File: src/sv/tss_pkg.sv
// Shared constants and types for the Taylor-series evaluator.
package tss_pkg;

    localparam int TERM_LIMIT_DEF = 1024;
    localparam int XW   = 32;
    localparam int EPSW = 33;
    localparam int MODW = 2;
    localparam int CNTW = 11;

    localparam logic signed [63:0] PI_Q32     = 64'sd13493037705;
    localparam logic signed [63:0] TWO_PI_Q32 = 64'sd26986075409;
    localparam logic [63:0] ONE_Q32 = 64'h0000_0001_0000_0000;
    localparam logic [63:0] MAG_MAX = 64'h7FFF_FFFF_FFFF_FFFF;
    localparam logic [EPSW-1:0] EPS_RESET = 33'd4295;

    localparam logic [MODW-1:0] MODE_SIN = 2'd0;
    localparam logic [MODW-1:0] MODE_COS = 2'd1;

    // Multiplier operation request
    typedef struct packed {
        logic        start;
        logic [63:0] a;
        logic [63:0] b;
    } mul_req_t;

    typedef struct packed {
        logic        done;
        logic        ovf;
        logic [63:0] prod;
    } mul_rsp_t;

    // Divider operation request
    typedef struct packed {
        logic        start;
        logic [63:0] num;
        logic [23:0] den;
    } div_req_t;

    typedef struct packed {
        logic        done;
        logic [63:0] quo;
    } div_rsp_t;

endpackage

File: src/sv/tss_mul.sv
// Sequential 64x64 unsigned Q31.32 multiplier built from one 32x32 partial product per cycle.
module tss_mul
    import tss_pkg::*;
(
    input  logic     clk,
    input  logic     rst_n,
    input  mul_req_t req,
    output mul_rsp_t rsp
);

    logic [63:0]  a_reg, b_reg;
    logic [127:0] acc_reg, acc_next;
    logic [2:0]   step_reg, step_next;
    logic         busy_reg, busy_next;
    logic [63:0]  pp_reg;
    logic [31:0]  opa, opb;
    logic [1:0]   sel;

    // Partial product selection
    always_comb
    begin
        sel = step_reg[1:0];
        opa = sel[0] ? a_reg[63:32] : a_reg[31:0];
        opb = sel[1] ? b_reg[63:32] : b_reg[31:0];
    end

    always_ff @(posedge clk)
    begin
        pp_reg <= opa * opb;
        if (req.start)
        begin
            a_reg <= req.a;
            b_reg <= req.b;
        end
    end

    // Accumulate the registered partial product in the cycle after it is selected
    always_comb
    begin
        acc_next  = acc_reg;
        step_next = step_reg;
        busy_next = busy_reg;
        if (req.start)
        begin
            acc_next  = '0;
            step_next = '0;
            busy_next = 1'b1;
        end
        else if (busy_reg)
        begin
            step_next = step_reg + 3'd1;
            if (step_reg != 3'd0)
            begin
                unique case (step_reg - 3'd1)
                    3'd0:    acc_next = acc_reg + {64'd0, pp_reg};
                    3'd1:    acc_next = acc_reg + {32'd0, pp_reg, 32'd0};
                    3'd2:    acc_next = acc_reg + {32'd0, pp_reg, 32'd0};
                    default: acc_next = acc_reg + {pp_reg, 64'd0};
                endcase
            end
            if (step_reg == 3'd4)
                busy_next = 1'b0;
        end
    end

    always_ff @(posedge clk or negedge rst_n)
    begin
        if (!rst_n)
        begin
            step_reg <= '0;
            busy_reg <= 1'b0;
        end
        else
        begin
            step_reg <= step_next;
            busy_reg <= busy_next;
        end
    end

    always_ff @(posedge clk)
    begin
        acc_reg <= acc_next;
    end

    // Done in the cycle after the last accumulation
    logic done_reg;
    always_ff @(posedge clk or negedge rst_n)
    begin
        if (!rst_n)
            done_reg <= 1'b0;
        else
            done_reg <= busy_reg && (step_reg == 3'd4);
    end

    assign rsp.done = done_reg;
    assign rsp.ovf  = acc_reg[127:95] != '0;
    assign rsp.prod = (acc_reg[127:95] != '0) ? MAG_MAX : acc_reg[95:32];

endmodule

File: config.mk
export PLATFORM = sky130hd
export DESIGN_NAME = tss_mul
export DESIGN_NICKNAME = d
export VERILOG_FILES = /design/src/sv/tss_pkg.sv /design/src/sv/tss_mul.sv
export SDC_FILE = /design/constraint.sdc
export NUM_CORES = 2
export LEC_CHECK = 0
export BUFFER_PORTS_ARGS = -buffer_cell sky130_fd_sc_hd__buf_2
export CORE_MARGIN = 5
export CORE_UTILIZATION = 30
export CTS_BUF_LIST = sky130_fd_sc_hd__clkbuf_16
export DETAILED_ROUTE_END_ITERATION = 8
export MAX_ROUTING_LAYER = met4
export PLACE_DENSITY = 0.41
export SYNTH_ARGS = -nofsm -noshare
export SYNTH_HDL_FRONTEND = slang
export SYNTH_SLANG_ARGS = --single-unit
File: constraint.sdc
create_clock -name clk -period 17.95 [get_ports clk]
set_input_delay 0.8975 -clock clk [delete_from_list [all_inputs] [get_ports clk]]
set_output_delay 0.8975 -clock clk [all_outputs]
set_load 0.03 [all_outputs]
==> impl_metrics.json <==
{
  "status": "finished clean",
  "arrival_ps": 10890,
  "clk_path_buf_depth": 3,
  "grt_overflow": 0,
  "maxSlewViolCount": 0,
  "stdcell_count": 9392,
  "min_period_ps": 10290,
  "antenna_found_initial": 6,
  "routed_wl_um": 257000,
  "dp_hpwl_um": 200000,
  "tightest_slew_ps": 1180,
  "r2r_slack_ps": 7660,
  "rsz0062_at_grt": "false",
  "required_ps": 18550,
  "synth_cell_types": 104,
  "min_path_type": "in2reg",
  "io_buffer_count": 195,
  "start_util_pct": 30.1,
  "worstSkewPairLatency_ps": 730,
  "syn_to_final_growth_pct": 9.49,
  "crit_path_top_delay_cell": "dfrtp_4",
  "vias": 50300,
  "routabilityCongestion": 0.940,
  "synthTopCellsByArea": "fa_1 (31%), ha_1 (9.9%), dfxtp_1 (6.6%)",
  "synth-seq-cells": 325,
  "clk_pin_slew_ps": 60,
  "ant_nets": 0,
  "slew_headroom_pct": 21.3,
  "avgSynthCellArea_um2": 8.48,
  "die_x_um": 450,
  "h-tree-depth": 2,
  "clock-sinks": 325,
  "crit_type": "reg2reg",
  "routedWlPerCell_um": 27.3,
  "final.setup_skew_ps": 61.0,
  "largest_reg_flops": 128,
  "root_buffer": "clkbuf_16",
  "crit_path_start_kind": "register",
  "synth_fp_nets": 8332,
  "netlist_area_um2": 58000,
  "synth_common_cells": "inv_1 (913), fa_1 (899), nor2_1 (865), nand2_1 (749), ha_1 (460)",
  "grt_max_degree": 71,
  "synth_largest_area_cell": "fa_1",
  "grt_usage_pct": 25.6,
  "fp.coreArea_um2": 192000,
  "drcViolationCount": 0,
  "crit_family": "adder cells",
  "synth_edf_count": 128,
  "dpl_cell_area_um2": 61900,
  "fin_util_pct": 33.0,
  "post_drt_via_cell_ratio": 5.35,
  "synthCells": 6842,
  "dp.cells": 9299,
  "cts_resized": 0,
  "grt_pass1_vias": 51800,
  "rows": 161,
  "hold_viol": 0,
  "worstPathMaxFanout": 32,
  "ys_async_sr_fraction_pct": 1.54,
  "fin_setup_tns_ps": 0,
  "grt_pass1_wl_um": 371000,
  "drt_iter0_markers": 4059,
  "layout.nets": 8313,
  "cts_tree": "built",
  "dieArea_um2": 202000,
  "crit_top_cell": "fa_1",
  "setup_viol": 0,
  "cap_viol_max_count": 0,
  "worstSetupEndpointType": "register",
  "ys.flop_type": "dfxtp_1",
  "first_pass_iters": 6,
  "crit_path_max_incr_delay_ps": 820,
  "yosys.area.top_type_share_pct": 31.0,
  "yosysMostFrequentCell": "inv_1",
  "path_buf_inv": 6,
  "clock.fmax_mhz": 97.2,
  "yosysWarnings": 0,
  "layout-drive-gt1-share_pct": 8.00,
  "ioPinCount": 197,
  "cts_buffers": 47,
  "final_cell_area_um2": 63500,
  "yosysSeqAreaShare_pct": 13.5,
  "die_height_um": 450,
  "fin_crit_sh_pct": 57.3
}
==> worst register-to-register path: cells and delay by family (launching register included) <==
kind / cells / cell delay, ps
AOI/OAI and AO/OA: 6 / 2070
xor gates and xnor gates: 1 / 150
adders and majority gates: 9 / 4360
buffers and inverters: 6 / 1740
DFF: 1 / 820
muxes: 1 / 240
and+or+nand+nor: 4 / 790
==> routing by layer <==
layer | track usage [%] | routed length (um) | vias to the layer above
li1 | - | - | 22500
met1 | 34.0 | 113000 | 25700
met2 | 40.5 | 118000 | 1769
met3 | 3.60 | 15900 | 362
met4 | 8.34 | 10200 | 0
met5 | - | 0 | -
==> area by class of cell <==
class,count,area [um^2]
Antenna cell,7,17.5
Multi-Input combinational cell,5233,45700
Sequential cell,325,7820
Tap cell,2526,3160
Clock inverter,38,404
Timing Repair Buffer,303,1800
Inverter,913,3430
Clock buffer,47,1180
Fill cell,20300,129000
==> kinds of logic after synthesis <==
| family | share of synthesized area, % |
|---|---|
| and+or+nand+nor | 17.0 |
| adders and majority gates | 41.0 |
| buffers and inverters | 8.41 |
| AOI/OAI and AO/OA | 13.9 |
| DFF | 13.5 |
| xor gates and xnor gates | 3.91 |
| muxes | 2.38 |
| other | 0.00647 |
==> placed cells by master, fill, tap and decap left out, types with 16 or more instances in the layout <==
cell type	instances
a211oi_1	50
a21o_1	161
a21oi_1	396
a221oi_1	38
a31oi_1	55
and2_1	28
and3_1	56
buf_2	194
buf_4	107
clkbuf_16	47
dfxtp_1	192
edfxtp_1	128
fa_1	899
ha_1	460
inv_1	918
mux2_2	62
mux2i_2	36
mux2i_4	16
nand2_1	748
nand2b_1	84
nand3_1	110
nand4_1	103
nor2_1	863
nor2b_1	31
nor3_1	97
nor4_1	41
o211ai_1	22
o21a_1	38
o21ai_0	199
o21ai_1	24
o21bai_1	58
o22ai_1	19
o31ai_1	22
or3_1	18
xnor2_1	152
xor2_1	107
==> final timing paths <==
check | from | to | cells after the start
max in group asynchronous | rst_n | step_reg[0]$_DFFE_PN0P_ | 2
worst min-delay path | req[7] | b_reg[7]$_DFFE_PP_ | 1
worst max register to register | step_reg[1]$_DFFE_PN0P_ | pp_reg[61]$_DFF_P_ | 27
worst max-delay path | step_reg[1]$_DFFE_PN0P_ | pp_reg[61]$_DFF_P_ | 27
min in group asynchronous | rst_n | done_reg$_DFF_PN0_ | 2
worst min register to register | acc_reg[6]$_SDFFE_PP0P_ | acc_reg[6]$_SDFFE_PP0P_ | 2
==> stage by stage <==
stage / hold WS, ps / setup WS, ps
after floorplan: 436 / 9270
after global placement: 443 / 7500
after detailed placement: 452 / 7440
after CTS: 290 / 7370
after global routing: 311 / 7040
final: 357 / 7660
==> repair_timing <==
| item | CTS | global route |
|---|---|---|
| endpoints found under the setup margin | 0 | 0 |
| endpoints found under the hold margin | 3 | 0 |
| hold buffers | 1 | 0 |
| buffers inserted | 0 | 0 |
Power is not shown: default switching activity piles up to over one toggle a cycle in this logic, so the estimate is an artifact.
