### src/sv/tss_pkg.sv
// Shared constants and types for the Taylor-series evaluator.
package tss_pkg;

    localparam int TERM_LIMIT_DEF = 1024;
    localparam int XW   = 32;
    localparam int EPSW = 33;
    localparam int MODW = 2;
    localparam int CNTW = 11;

    localparam logic signed [63:0] PI_Q32     = 64'sd13493037705;
    localparam logic signed [63:0] TWO_PI_Q32 = 64'sd26986075409;
    localparam logic [63:0] ONE_Q32 = 64'h0000_0001_0000_0000;
    localparam logic [63:0] MAG_MAX = 64'h7FFF_FFFF_FFFF_FFFF;
    localparam logic [EPSW-1:0] EPS_RESET = 33'd4295;

    localparam logic [MODW-1:0] MODE_SIN = 2'd0;
    localparam logic [MODW-1:0] MODE_COS = 2'd1;

    // Multiplier operation request
    typedef struct packed {
        logic        start;
        logic [63:0] a;
        logic [63:0] b;
    } mul_req_t;

    typedef struct packed {
        logic        done;
        logic        ovf;
        logic [63:0] prod;
    } mul_rsp_t;

    // Divider operation request
    typedef struct packed {
        logic        start;
        logic [63:0] num;
        logic [23:0] den;
    } div_req_t;

    typedef struct packed {
        logic        done;
        logic [63:0] quo;
    } div_rsp_t;

endpackage

### src/sv/tss_div.sv
// Restoring divider, one quotient bit per cycle, truncating.
module tss_div
    import tss_pkg::*;
(
    input  logic     clk,
    input  logic     rst_n,
    input  div_req_t req,
    output div_rsp_t rsp
);

    logic [63:0] quo_reg, quo_next;
    logic [23:0] rem_reg, rem_next;
    logic [23:0] den_reg;
    logic [6:0]  cnt_reg, cnt_next;
    logic        busy_reg, busy_next;
    logic        done_reg, done_next;
    logic [24:0] trial;

    always_comb
    begin
        quo_next  = quo_reg;
        rem_next  = rem_reg;
        cnt_next  = cnt_reg;
        busy_next = busy_reg;
        done_next = 1'b0;
        trial     = {rem_reg, quo_reg[63]};
        if (req.start)
        begin
            quo_next  = req.num;
            rem_next  = '0;
            cnt_next  = '0;
            busy_next = 1'b1;
        end
        else if (busy_reg)
        begin
            if (trial >= {1'b0, den_reg})
            begin
                rem_next = 24'(trial - {1'b0, den_reg});
                quo_next = {quo_reg[62:0], 1'b1};
            end
            else
            begin
                rem_next = trial[23:0];
                quo_next = {quo_reg[62:0], 1'b0};
            end
            cnt_next = cnt_reg + 7'd1;
            if (cnt_reg == 7'd63)
            begin
                busy_next = 1'b0;
                done_next = 1'b1;
            end
        end
    end

    always_ff @(posedge clk or negedge rst_n)
    begin
        if (!rst_n)
        begin
            busy_reg <= 1'b0;
            done_reg <= 1'b0;
            cnt_reg  <= '0;
        end
        else
        begin
            busy_reg <= busy_next;
            done_reg <= done_next;
            cnt_reg  <= cnt_next;
        end
    end

    always_ff @(posedge clk)
    begin
        quo_reg <= quo_next;
        rem_reg <= rem_next;
        if (req.start)
            den_reg <= req.den;
    end

    assign rsp.done = done_reg;
    assign rsp.quo  = quo_reg;

endmodule

### config.mk
export PLATFORM = sky130hd
export DESIGN_NAME = tss_div
export DESIGN_NICKNAME = d
export VERILOG_FILES = /design/src/sv/tss_pkg.sv /design/src/sv/tss_div.sv
export SDC_FILE = /design/constraint.sdc
export NUM_CORES = 1
export LEC_CHECK = 0
export ABC_AREA = 0
export BUFFER_PORTS_ARGS = -buffer_cell sky130_fd_sc_hd__buf_2
export CAP_MARGIN = 30
export CORE_AREA = 8 8 123 125
export DETAILED_ROUTE_END_ITERATION = 8
export DIE_AREA = 0 0 131 133
export PLACE_DENSITY = 0.76
export RECOVER_POWER = 100
export SLEW_MARGIN = 20
export SYNTH_ARGS = -nofsm -noshare
export SYNTH_HDL_FRONTEND = slang
export SYNTH_SLANG_ARGS = --single-unit
### constraint.sdc
create_clock -name clk -period 2.42 [get_ports clk]
set_clock_uncertainty 0.15 [all_clocks]
set_input_delay 0.242 -clock clk [delete_from_list [all_inputs] [get_ports clk]]
set_output_delay 0.242 -clock clk [all_outputs]
set_load 0.01 [all_outputs]
==> impl_metrics.tcl, run 1 <==
set metrics [dict create \
    synth_fp_nets 652 \
    crit_family "compound AO/OA/AOI/OAI gates" \
    setup_ws_ns -0.329 \
    io_pins 156 \
    grt_pass1_vias 6167 \
    diodes 0 \
    p_leak_uw 0.00407 \
    wirelength_um 20800 \
    drv_cap 0 \
    drv_slew 0 \
    yosysMostFrequentCell "edfxtp_1" \
    wl_per_cell_um 19.8 \
    slew_headroom 0.298 \
    drive_above_1_share 0.376 \
    multiInputGateArea_mm2 0.00319 \
    synth_cell_types 59 \
    root_buffer "clkbuf_16" \
    antenna_found_initial 0 \
    htree_levels 4 \
    areaGrowthSynthToFinish_pct 54.1 \
    synth_commonest_cells "edfxtp_1 (88), mux2_2 (63), nor2_1 (42)" \
    power.total_uw 10200 \
    tightestPinTransition_ns 1.05 \
    seq_area_mm2 0.00335 \
    cts_sinks 121 \
    status "finished, violations left" \
    die-area_mm2 0.0174 \
    crit_required_ns 2.59 \
    max_stage_delay_ns 0.40 \
    rsz0062_at_grt "true" \
    clock_latency_ns 0.42 \
    cts_buffers 17 \
    r2r_start "quo_reg[63]" \
    hp-class "primary input to flop" \
    syn_inst 535 \
    irDropWorstVdd_v 0.000701 \
    crit_path_max_fanout 3 \
    holdPathStages 2 \
    yosysSeqAreaShare 0.527 \
    crit_path_start_kind "flop" \
    vias 5840 \
    drc_errors 0 \
    synth-warning-count 0 \
    rrSetupSlack_ns -0.33 \
    grt_first_pass_wirelength_um 32300 \
    cp.arrival_ns 2.92 \
    largest_reg_flops 64 \
    path_buf_inv 3 \
    grt_use_total 0.239 \
    fmax_mhz 364 \
    rows 42 \
    cts.clk_slew.worst_paths_ns 0.06 \
    avgSynthCellArea_um2 11.9 \
    fin_crit_sh 1.14 \
    start_util 0.486 \
    finalSetupViolations 25 \
    cp-end-kind "flop" \
    worstPathCellList "inv_2 -> ha_4 -> inv_2 -> fa_2 -> a21o_1 -> a221oi_4 -> nor4_2 -> o22ai_2 -> buf_6 -> o221ai_2 -> xnor2_1 -> o31ai_1" \
    synthFlopType "edfxtp_1" \
    drt-vias-per-instance 5.57 \
    violations "setup timing" \
    min_to "quo_reg[35]" \
    cp_slowest_cell "edfxtp_1" \
    cp_common_cell "inv_2" \
    setup_tns_ns -4.91 \
    synth_top_area_frac 0.416 \
    hp-start "req[59]" \
    grt_max_degree 65 \
    ys_ff_latch 121 \
    async_flop_share 0.0744 \
    drtIter0Drc 419 \
    gp_congestion 0.939 \
    cts_buffer_depth 2 \
    drt_first_pass_iters 5 \
    grt-ovfl-total 0 \
    nNetsFinal 977 \
    io_buffers 155 \
    fp.dieW_um 131 \
    r2r_end "rem_reg[20]" \
    coreArea_mm2 0.0131 \
    cts_tree "built" \
    pwr_density_cell_mw_per_mm2 1040 \
    die_y_um 133 \
    hold_viol 0 \
    ant_nets 0 \
    synth_area_mm2 0.00636 \
    hpwl_um 12800 \
    rr_worst_depth 12 \
    fillers 819 \
    final.min_clock_period_ns 2.75 \
    synth_area_leaders "edfxtp_1 (42%), mux2_2 (11%), dfxtp_1 (7.6%)" \
    yosysTopAreaCell "edfxtp_1" \
    synth_edf_count 88 \
    critPathKind "flop to flop" \
]
## cells in the final DEF, fill, tap and decap left out, drive strengths merged, types with 7 or more instances in the layout
| cell | Yosys | final |
|---|---|---|
| nand2 | 26 | 26 |
| a21o | 10 | 10 |
| a211oi | 12 | 12 |
| mux2 | 63 | 63 |
| nor2 | 42 | 42 |
| clkbuf | 15 | 89 |
| and3 | 7 | 7 |
| xnor2 | 16 | 16 |
| buf | 11 | 173 |
| o21ai | 16 | 16 |
| a21oi | 25 | 25 |
| dfxtp | 24 | 24 |
| nand4 | 8 | 8 |
| ha | 25 | 25 |
| mux2i | 19 | 19 |
| dfrtp | 9 | 9 |
| a31oi | 8 | 8 |
| edfxtp | 88 | 88 |
| inv | 35 | 37 |
| nand3 | 7 | 7 |
| dlygate4sd3 | 0 | 88 |
## through the flow
stage          instances  hold slack (ns)   util  instance area (µm²)  setup WS (ns)
2_1_floorplan        535           -0.204      -                 6490         -0.157
6_report            1049           0.0286  0.749                 9800         -0.329
3_5_place_dp         909          -0.0440  0.601                 7860         -0.255
3_3_place_gp         909          -0.0569  0.601                 7860         -0.115
5_1_grt             1049          0.00647  0.749                 9800         -0.436
4_1_cts             1044         0.000895  0.743                 9730         -0.233
## repair_timing
item	in CTS	in global routing
endpoints found under the setup margin	25	25
pin swaps	19	25
setup buffers	13	7
resized for setup	43	26
gates cloned	2	0
hold buffers	88	0
hold endpoints to repair	99	0
## worst register-to-register path, stage by stage (launching register included)
cell and delay (ns):
edfxtp_1 0.40, inv_2 0.10, ha_4 0.15, inv_2 0.04, fa_2 0.35, a21o_1 0.23, a221oi_4 0.31, nor4_2 0.08
o22ai_2 0.17, buf_6 0.14, o221ai_2 0.12, xnor2_1 0.15, o31ai_1 0.26
## where the power goes
part           total, µW  switching [µW]  internal (µW)  leakage, µW
clock               2590             963           1620     0.000289
sequential          2840             260           2580      0.00123
combinational       4750            2270           2480      0.00256
total              10200            3490           6690      0.00407
## worst max path at each step
stage | cells after the start | end | from
finish | 12 | rem_reg[20] | quo_reg[63]
global route | 12 | rem_reg[20] | quo_reg[63]
CTS | 12 | rem_reg[16] | quo_reg[63]
detailed placement | 12 | rem_reg[20] | quo_reg[63]
global placement | 12 | rem_reg[16] | quo_reg[63]
floorplan | 11 | rem_reg[16] | quo_reg[63]
## area by class of cell
cell class | count | share of cell area
multi-input cells | 353 | 0.325
inverters | 35 | 0.0138
repair buffers | 332 | 0.235
flip-flops and latches | 121 | 0.342
clock inverters | 14 | 0.0175
clock buffers | 18 | 0.0438
well taps | 176 | 0.0225
## cell families (layout without fill, tap and decap cells)
family / Yosys count / count (layout) / synth area share
DFF: 121 / 121 / 0.527
adders and majority gates: 26 / 26 / 0.0524
buffers and inverters: 61 / 399 / 0.0423
and+or+nand+nor: 122 / 122 / 0.0958
AOI/OAI and AO/OA: 101 / 101 / 0.111
xor gates and xnor gates: 22 / 22 / 0.0303
muxes: 82 / 82 / 0.142
## routing by layer
layer,part of all wire,global-route usage,up-vias,wire (µm)
met3,0.095,0.0888,60,1980
met2,0.51,0.407,315,10500
met4,0.032,0.0868,0,662
met1,0.37,0.264,2815,7620
met5,0,0,-,0
li1,-,-,2650,-
No activity file was read; power rests on OpenSTA's default activity.
==> run 2, diff against run 1 <==
- BUFFER_PORTS_ARGS: -buffer_cell sky130_fd_sc_hd__buf_2 -> unset
- CORE_AREA: 8 8 123 125 -> 8 8 117 119
- DIE_AREA: 0 0 131 133 -> 0 0 125 127
- DONT_BUFFER_PORTS: unset -> 1
- PLACE_DENSITY: 0.76 -> 0.72
==> run 2 against run 1 <==
  * The flow now stops in clock tree synthesis (4_1_cts)
  * Synthesized cell count is the same
  * Area after synthesis stayed put
==> impl_metrics.tcl, run 2 <==
set metrics [dict create \
    status "stopped before the end" \
    lastStage "clock tree synthesis (4_1_cts)" \
    firstError "[ERROR RSZ-0060] Max buffer count reached." \
    syn_inst 535 \
    ys_ff_latch 121 \
    gp_congestion 0.919 \
    cts_hold_buf 153 \
    io_buffers 0 \
    fp.dieW_um 125 \
    async_flop_share 0.0744 \
    cts_sinks 121 \
    htree_levels 4 \
    io_pins 156 \
    dpl_cell_area_mm2 0.00699 \
    synth_commonest_cells "edfxtp_1 (88), mux2_2 (63), nor2_1 (42)" \
    synth-warning-count 0 \
    synth_area_leaders "edfxtp_1 (42%), mux2_2 (11%), dfxtp_1 (7.6%)" \
    post_cts_buffers 9 \
    rows 40 \
    avgSynthCellArea_um2 11.9 \
    synth_fp_nets 652 \
    cts-resized-gates 26 \
    cts_buffers 17 \
    hpwl_um 10900 \
    cts_buffer_depth 2 \
    root_buffer "clkbuf_16" \
    start_util 0.538 \
    yosysTopAreaCell "edfxtp_1" \
    synth_cell_types 59 \
    synthFlopType "edfxtp_1" \
    die_y_um 127 \
    synth_area_mm2 0.00636 \
    yosysMostFrequentCell "edfxtp_1" \
    synth_edf_count 88 \
    yosysSeqAreaShare 0.527 \
    synth_top_area_frac 0.416 \
]
run 2: cells by family after synthesis:
group / share of synthesized area
DFF: 0.527
AOI/OAI and AO/OA: 0.111
and+or+nand+nor: 0.0958
xor gates and xnor gates: 0.0303
adders and majority gates: 0.0524
muxes: 0.142
buffers and inverters: 0.0423
run 2: metrics by stage:
stage / setup slack [ns] / cells / utilization / hold WS, ns / setup TNS, ns
2_1_floorplan: -0.157 / 535 / - / -0.204 / -0.358
3_5_place_dp: -0.161 / 719 / 0.592 / -0.203 / -1.83
3_3_place_gp: -0.127 / 719 / 0.592 / -0.203 / -0.644
==> run 3, diff against run 2 <==
- CORE_AREA: 8 8 117 119 -> 8 8 136 138
- DIE_AREA: 0 0 125 127 -> 0 0 144 146
- PLACE_DENSITY: 0.72 -> unset
- PLACE_DENSITY_LB_ADDON: unset -> 0.15
- clock period: 2.42 -> 3.1 ns (I/O delays scaled with it)
==> run 3 against run 2 <==
  * The flow now finishes, with violations (capacitance limit, slew limit)
==> impl_metrics.tcl, run 3 (synthesis results as in run 1) <==
set metrics [dict create \
    status "finished, violations left" \
    violations "capacitance limit, slew limit" \
    diodes 0 \
    post_cts_buffers 0 \
    drv_cap 1 \
    antenna_found_initial 0 \
    hp-class "primary input to flop" \
    cp_slowest_cell "fa_1" \
    cts-resized-gates 0 \
    final.min_clock_period_ns 2.86 \
    rrSetupSlack_ns 0.24 \
    crit_required_ns 3.28 \
    drtIter0Drc 309 \
    drt-vias-per-instance 5.24 \
    fin_crit_sh 0.922 \
    grt_use_total 0.160 \
    rsz0062_at_grt "false" \
    cp.arrival_ns 3.03 \
    cts.clk_slew.worst_paths_ns 0.06 \
    seqPwrFrac 0.354 \
    drv_slew 65 \
    cts_buffers 17 \
    layout_common_cells "edfxtp_1 (88), dlygate4sd3_1 (88), mux2_2 (63), nor2_1 (42), inv_1 (34)" \
    hpwl_um 10900 \
    holdPathStages 2 \
    worstPathCellList "inv_1 -> ha_1 -> inv_1 -> fa_1 -> a21o_1 -> a221oi_2 -> nand3b_1 -> a31oi_1 -> mux2i_1 -> o21ai_1 -> a311oi_1" \
    gp_congestion 0.859 \
    irDropWorstVdd_v 0.000465 \
    hold_viol 0 \
    coreArea_mm2 0.0163 \
    p_leak_uw 0.00324 \
    rows 47 \
    tightestPinTransition_ns 1.55 \
    pwr_density_cell_mw_per_mm2 786 \
    areaGrowthSynthToFinish_pct 27.6 \
    wirelength_um 16300 \
    crit_family "compound AO/OA/AOI/OAI gates" \
    drt_first_pass_iters 4 \
    p_int_uw 4190 \
    crit_path_max_fanout 3 \
    combPwrFrac 0.347 \
    setup_tns_ns 0 \
    slew_headroom -0.0347 \
    die-area_mm2 0.0210 \
    max_stage_delay_ns 0.41 \
    cts_sinks 121 \
    critPathKind "flop to flop" \
    swShare 0.343 \
    r2r_end "rem_reg[22]" \
    power.total_uw 6380 \
    htree_levels 4 \
    grt-ovfl-total 0 \
    grt_first_pass_wirelength_um 26200 \
    largest_reg_flops 64 \
    fp.dieW_um 144 \
    hp-start "req[88]" \
    die_y_um 146 \
    drive_above_1_share 0.180 \
    io_pins 156 \
    cts_buffer_depth 2 \
    io_buffers 0 \
    crit_path_start_kind "flop" \
    cp-end-kind "flop" \
    clock_latency_ns 0.42 \
    fillers 1453 \
    wl_per_cell_um 18.8 \
    cts_tree "built" \
    cp_common_cell "inv_1" \
    ant_nets 0 \
    rr_worst_depth 11 \
    fmax_mhz 350 \
    cts_hold_buf 90 \
    drc_errors 0 \
    root_buffer "clkbuf_16" \
    clkPwrFrac 0.299 \
    min_to "busy_reg" \
    r2r_start "quo_reg[63]" \
    grt_pass1_vias 4871 \
    power_switching_uw 2190 \
    path_buf_inv 2 \
    vias 4536 \
    finalSetupViolations 0 \
    grt_max_degree 92 \
    start_util 0.390 \
    nNetsFinal 749 \
]
## run 3: metrics by stage
step	hold WS, ns	instance area, µm²	worst slack [ns]	util	cells
2_1_floorplan	-0.136	6360	0.305	-	535
3_3_place_gp	-0.135	6640	0.279	0.407	743
3_5_place_dp	-0.135	6640	0.221	0.407	743
4_1_cts	0.00429	8130	0.220	0.499	865
5_1_grt	0.0115	8110	0.0318	0.498	865
6_report	0.0269	8110	0.242	0.498	865
## run 3: worst reg2reg max path, cell delays in order, from the launching register on
cell and delay (ns):
edfxtp_1 0.38, inv_1 0.07, ha_1 0.15, inv_1 0.05, fa_1 0.41, a21o_1 0.22
a221oi_2 0.31, nand3b_1 0.20, a31oi_1 0.23, mux2i_1 0.23, o21ai_1 0.11, a311oi_1 0.26
## run 3: layer usage
layer / global-route usage / wire length [µm] / vias to the layer above
met4: 0.0510 / 180 / 0
met3: 0.0741 / 1520 / 14
met5: 0 / 0 / -
met2: 0.247 / 7640 / 157
met1: 0.192 / 6960 / 2168
li1: - / - / 2197
## run 3: cell type report
cell class              count  area (µm²)  area share
repair buffers            104        1050       0.130
clock buffers              18         429      0.0529
well taps                 220         275      0.0339
flip-flops and latches    121        3350       0.413
inverters                  35         131      0.0162
clock inverters            14         138      0.0170
multi-input cells         353        2740       0.338
## run 3: power groups by stage
stage / clock, µW / combinational (µW) / sequential, µW
after floorplan: 0 / 1660 / 2210
after global placement: 0 / 2080 / 2290
after detailed placement: 0 / 2080 / 2290
after CTS: 1960 / 2220 / 2260
after global routing: 2030 / 2440 / 2300
final: 1910 / 2210 / 2260
## run 3: how the worst max path moves through the flow
| stage | endpoint | startpoint | depth (start not counted) | slack, ns |
|---|---|---|---|---|
| 4_1_cts | rem_reg[22] | quo_reg[63] | 11 | 0.22 |
| 6_report | rem_reg[22] | quo_reg[63] | 11 | 0.24 |
| 3_5_place_dp | rem_reg[22] | quo_reg[63] | 11 | 0.22 |
| 2_1_floorplan | quo_reg[0] | req[88] | 4 | 0.31 |
| 5_1_grt | rem_reg[19] | den_reg[16] | 9 | 0.03 |
| 3_3_place_gp | rem_reg[22] | quo_reg[63] | 11 | 0.28 |
==> run 4, diff against run 3 <==
- HOLD_SLACK_MARGIN: unset -> 0.05
==> run 4 against run 3 <==
  * Highest routed layer unchanged
  * Combinational power about the same
  * Non-clock buffer count increased by 4
  * The run still ends with capacitance limit, slew limit left
  * Die area unchanged
  * Largest cell class unchanged
  * Cell count increased by 0.46%
  * Global-route usage decreased by 0.27 points
  * Clock power about the same
  * Count of clock-buffer cells in the layout unchanged
==> impl_metrics.tcl, run 4 (synthesis results as in run 1) <==
set metrics [dict create \
    seqPwrFrac 0.354 \
    slew_headroom -0.0306 \
    antenna_found_initial 0 \
    cts.clk_slew.worst_paths_ns 0.06 \
    layout_commonest_cell "dlygate4sd3_1" \
    gp_congestion 0.859 \
    grt_max_degree 113 \
    hpwl_um 10900 \
    fin_crit_sh 0.921 \
    rsz0062_at_grt "false" \
    drt_first_pass_iters 5 \
    cp_slowest_cell "fa_1" \
    io_buffers 0 \
    drc_errors 0 \
    diodes 0 \
    nNetsFinal 753 \
    p_int_uw 4190 \
    io_pins 156 \
    cp-endpoint "rem_reg[22]" \
    pwr_density_cell_mw_per_mm2 784 \
    hold_viol 0 \
    largest_reg_flops 64 \
    coreArea_mm2 0.0163 \
    ant_nets 0 \
    clock_latency_ns 0.41 \
    path_buf_inv 2 \
    fmax_mhz 350 \
    worstPathCellList "inv_1 -> ha_1 -> inv_1 -> fa_1 -> a21o_1 -> a221oi_2 -> nand3b_1 -> a31oi_1 -> mux2i_1 -> o21ai_1 -> a311oi_1" \
    cts_buffers 17 \
    vias 4551 \
    clkPwrFrac 0.299 \
    final_area_mm2 0.00814 \
    dpl_cell_area_mm2 0.00664 \
    cts_sinks 121 \
    r2r_end "rem_reg[22]" \
    rows 47 \
    cp_common_cell "inv_1" \
    crit_path_start_kind "flop" \
    finalSetupViolations 0 \
    wirelength_um 16100 \
    crit_required_ns 3.27 \
    grt-ovfl-total 0 \
    r2r_start "quo_reg[63]" \
    crit_family "compound AO/OA/AOI/OAI gates" \
    drive_above_1_share 0.177 \
    max_stage_delay_ns 0.41 \
    cp.arrival_ns 3.02 \
    setup_tns_ns 0 \
    cts_buffer_depth 2 \
    tightestPinTransition_ns 1.55 \
    hp-class "primary input to asynchronous set/reset pin" \
    cp-end-kind "flop" \
    grt_pass1_vias 4893 \
    cp-startpoint "quo_reg[63]" \
    grt_first_pass_wirelength_um 25900 \
    cts_tree "built" \
    violations "capacitance limit, slew limit" \
    cts-resized-gates 0 \
    root_buffer "clkbuf_16" \
    status "finished, violations left" \
    htree_levels 4 \
    fillers 1450 \
    layout_common_cells "dlygate4sd3_1 (93), edfxtp_1 (88), mux2_2 (63), nor2_1 (42), inv_1 (34)" \
    die_y_um 146 \
    rr_worst_depth 11 \
    final.min_clock_period_ns 2.85 \
    combPwrFrac 0.347 \
    drv_slew 65 \
    rrSetupSlack_ns 0.25 \
    drtIter0Drc 291 \
    crit_cells 11 \
    crit_path_max_fanout 3 \
    swShare 0.343 \
    start_util 0.390 \
    power_switching_uw 2190 \
    wl_per_cell_um 18.5 \
    die-area_mm2 0.0210 \
    grt_use_total 0.157 \
    critPathKind "flop to flop" \
    drv_cap 1 \
    drt-vias-per-instance 5.24 \
    areaGrowthSynthToFinish_pct 28.1 \
    irDropWorstVdd_v 0.000461 \
    p_leak_uw 0.00326 \
    fp.dieW_um 144 \
]
run 4: cell types whose count changed in the layout (fill, tap and decap cells not counted):
cell and change:
dlygate4sd3_1 +5, buf_12 -1
run 4: how the worst min path moves through the flow:
stage / to / depth (start not counted)
floorplan: busy_reg / 0
global placement: cnt_reg[0] / 0
detailed placement: cnt_reg[1] / 0
CTS: cnt_reg[5] / 1
global route: cnt_reg[5] / 1
finish: cnt_reg[5] / 1
run 4: stage by stage:
step	cells	setup slack [ns]	total power, µW	hold WS [ns]	utilization
6_report	869	0.246	6380	0.116	0.500
2_1_floorplan	535	0.305	3880	-0.136	-
3_5_place_dp	743	0.221	4370	-0.135	0.407
5_1_grt	869	0.0318	6760	0.123	0.500
4_1_cts	869	0.219	6450	0.109	0.501
3_3_place_gp	743	0.279	4370	-0.135	0.407
run 4: routing by layer:
| metal | up-vias | part of all wire | wire, µm | global-route usage |
|---|---|---|---|---|
| li1 | 2211 | - | - | - |
| met1 | 2169 | 0.43 | 6890 | 0.188 |
| met2 | 153 | 0.46 | 7430 | 0.240 |
| met3 | 18 | 0.096 | 1550 | 0.0761 |
| met4 | 0 | 0.014 | 227 | 0.0552 |
| met5 | - | 0 | 0 | 0 |
run 4: cell type report:
cell class                      instances  area, µm²  share of cell area
Clock buffer                           18        429              0.0527
Clock inverter                         14        138              0.0169
Multi-Input combinational cell        353       2740               0.336
Timing Repair Buffer                  108       1080               0.133
Tap cell                              220        275              0.0338
Inverter                               35        131              0.0161
Sequential cell                       121       3350               0.411
run 4: power groups by stage:
stage	logic, µW	clock network (µW)	registers, µW
after floorplan	1660	0	2210
after global placement	2080	0	2290
after detailed placement	2080	0	2290
after CTS	2220	1960	2260
after global routing	2440	2030	2300
final	2220	1910	2260
run 4: timing repair:
| item | 4_1_cts | 5_1_grt |
|---|---|---|
| setup endpoints to repair | 0 | 0 |
| hold endpoints to repair | 148 | 0 |
| setup buffers | 0 | 0 |
| hold buffers | 94 | 0 |
run 4: worst reg2reg max path, cell delays in order (launching register included):
cell and delay, ns:
edfxtp_1 0.38, inv_1 0.07, ha_1 0.15, inv_1 0.05, fa_1 0.41, a21o_1 0.23, a221oi_2 0.31, nand3b_1 0.20
a31oi_1 0.23, mux2i_1 0.23, o21ai_1 0.11, a311oi_1 0.26
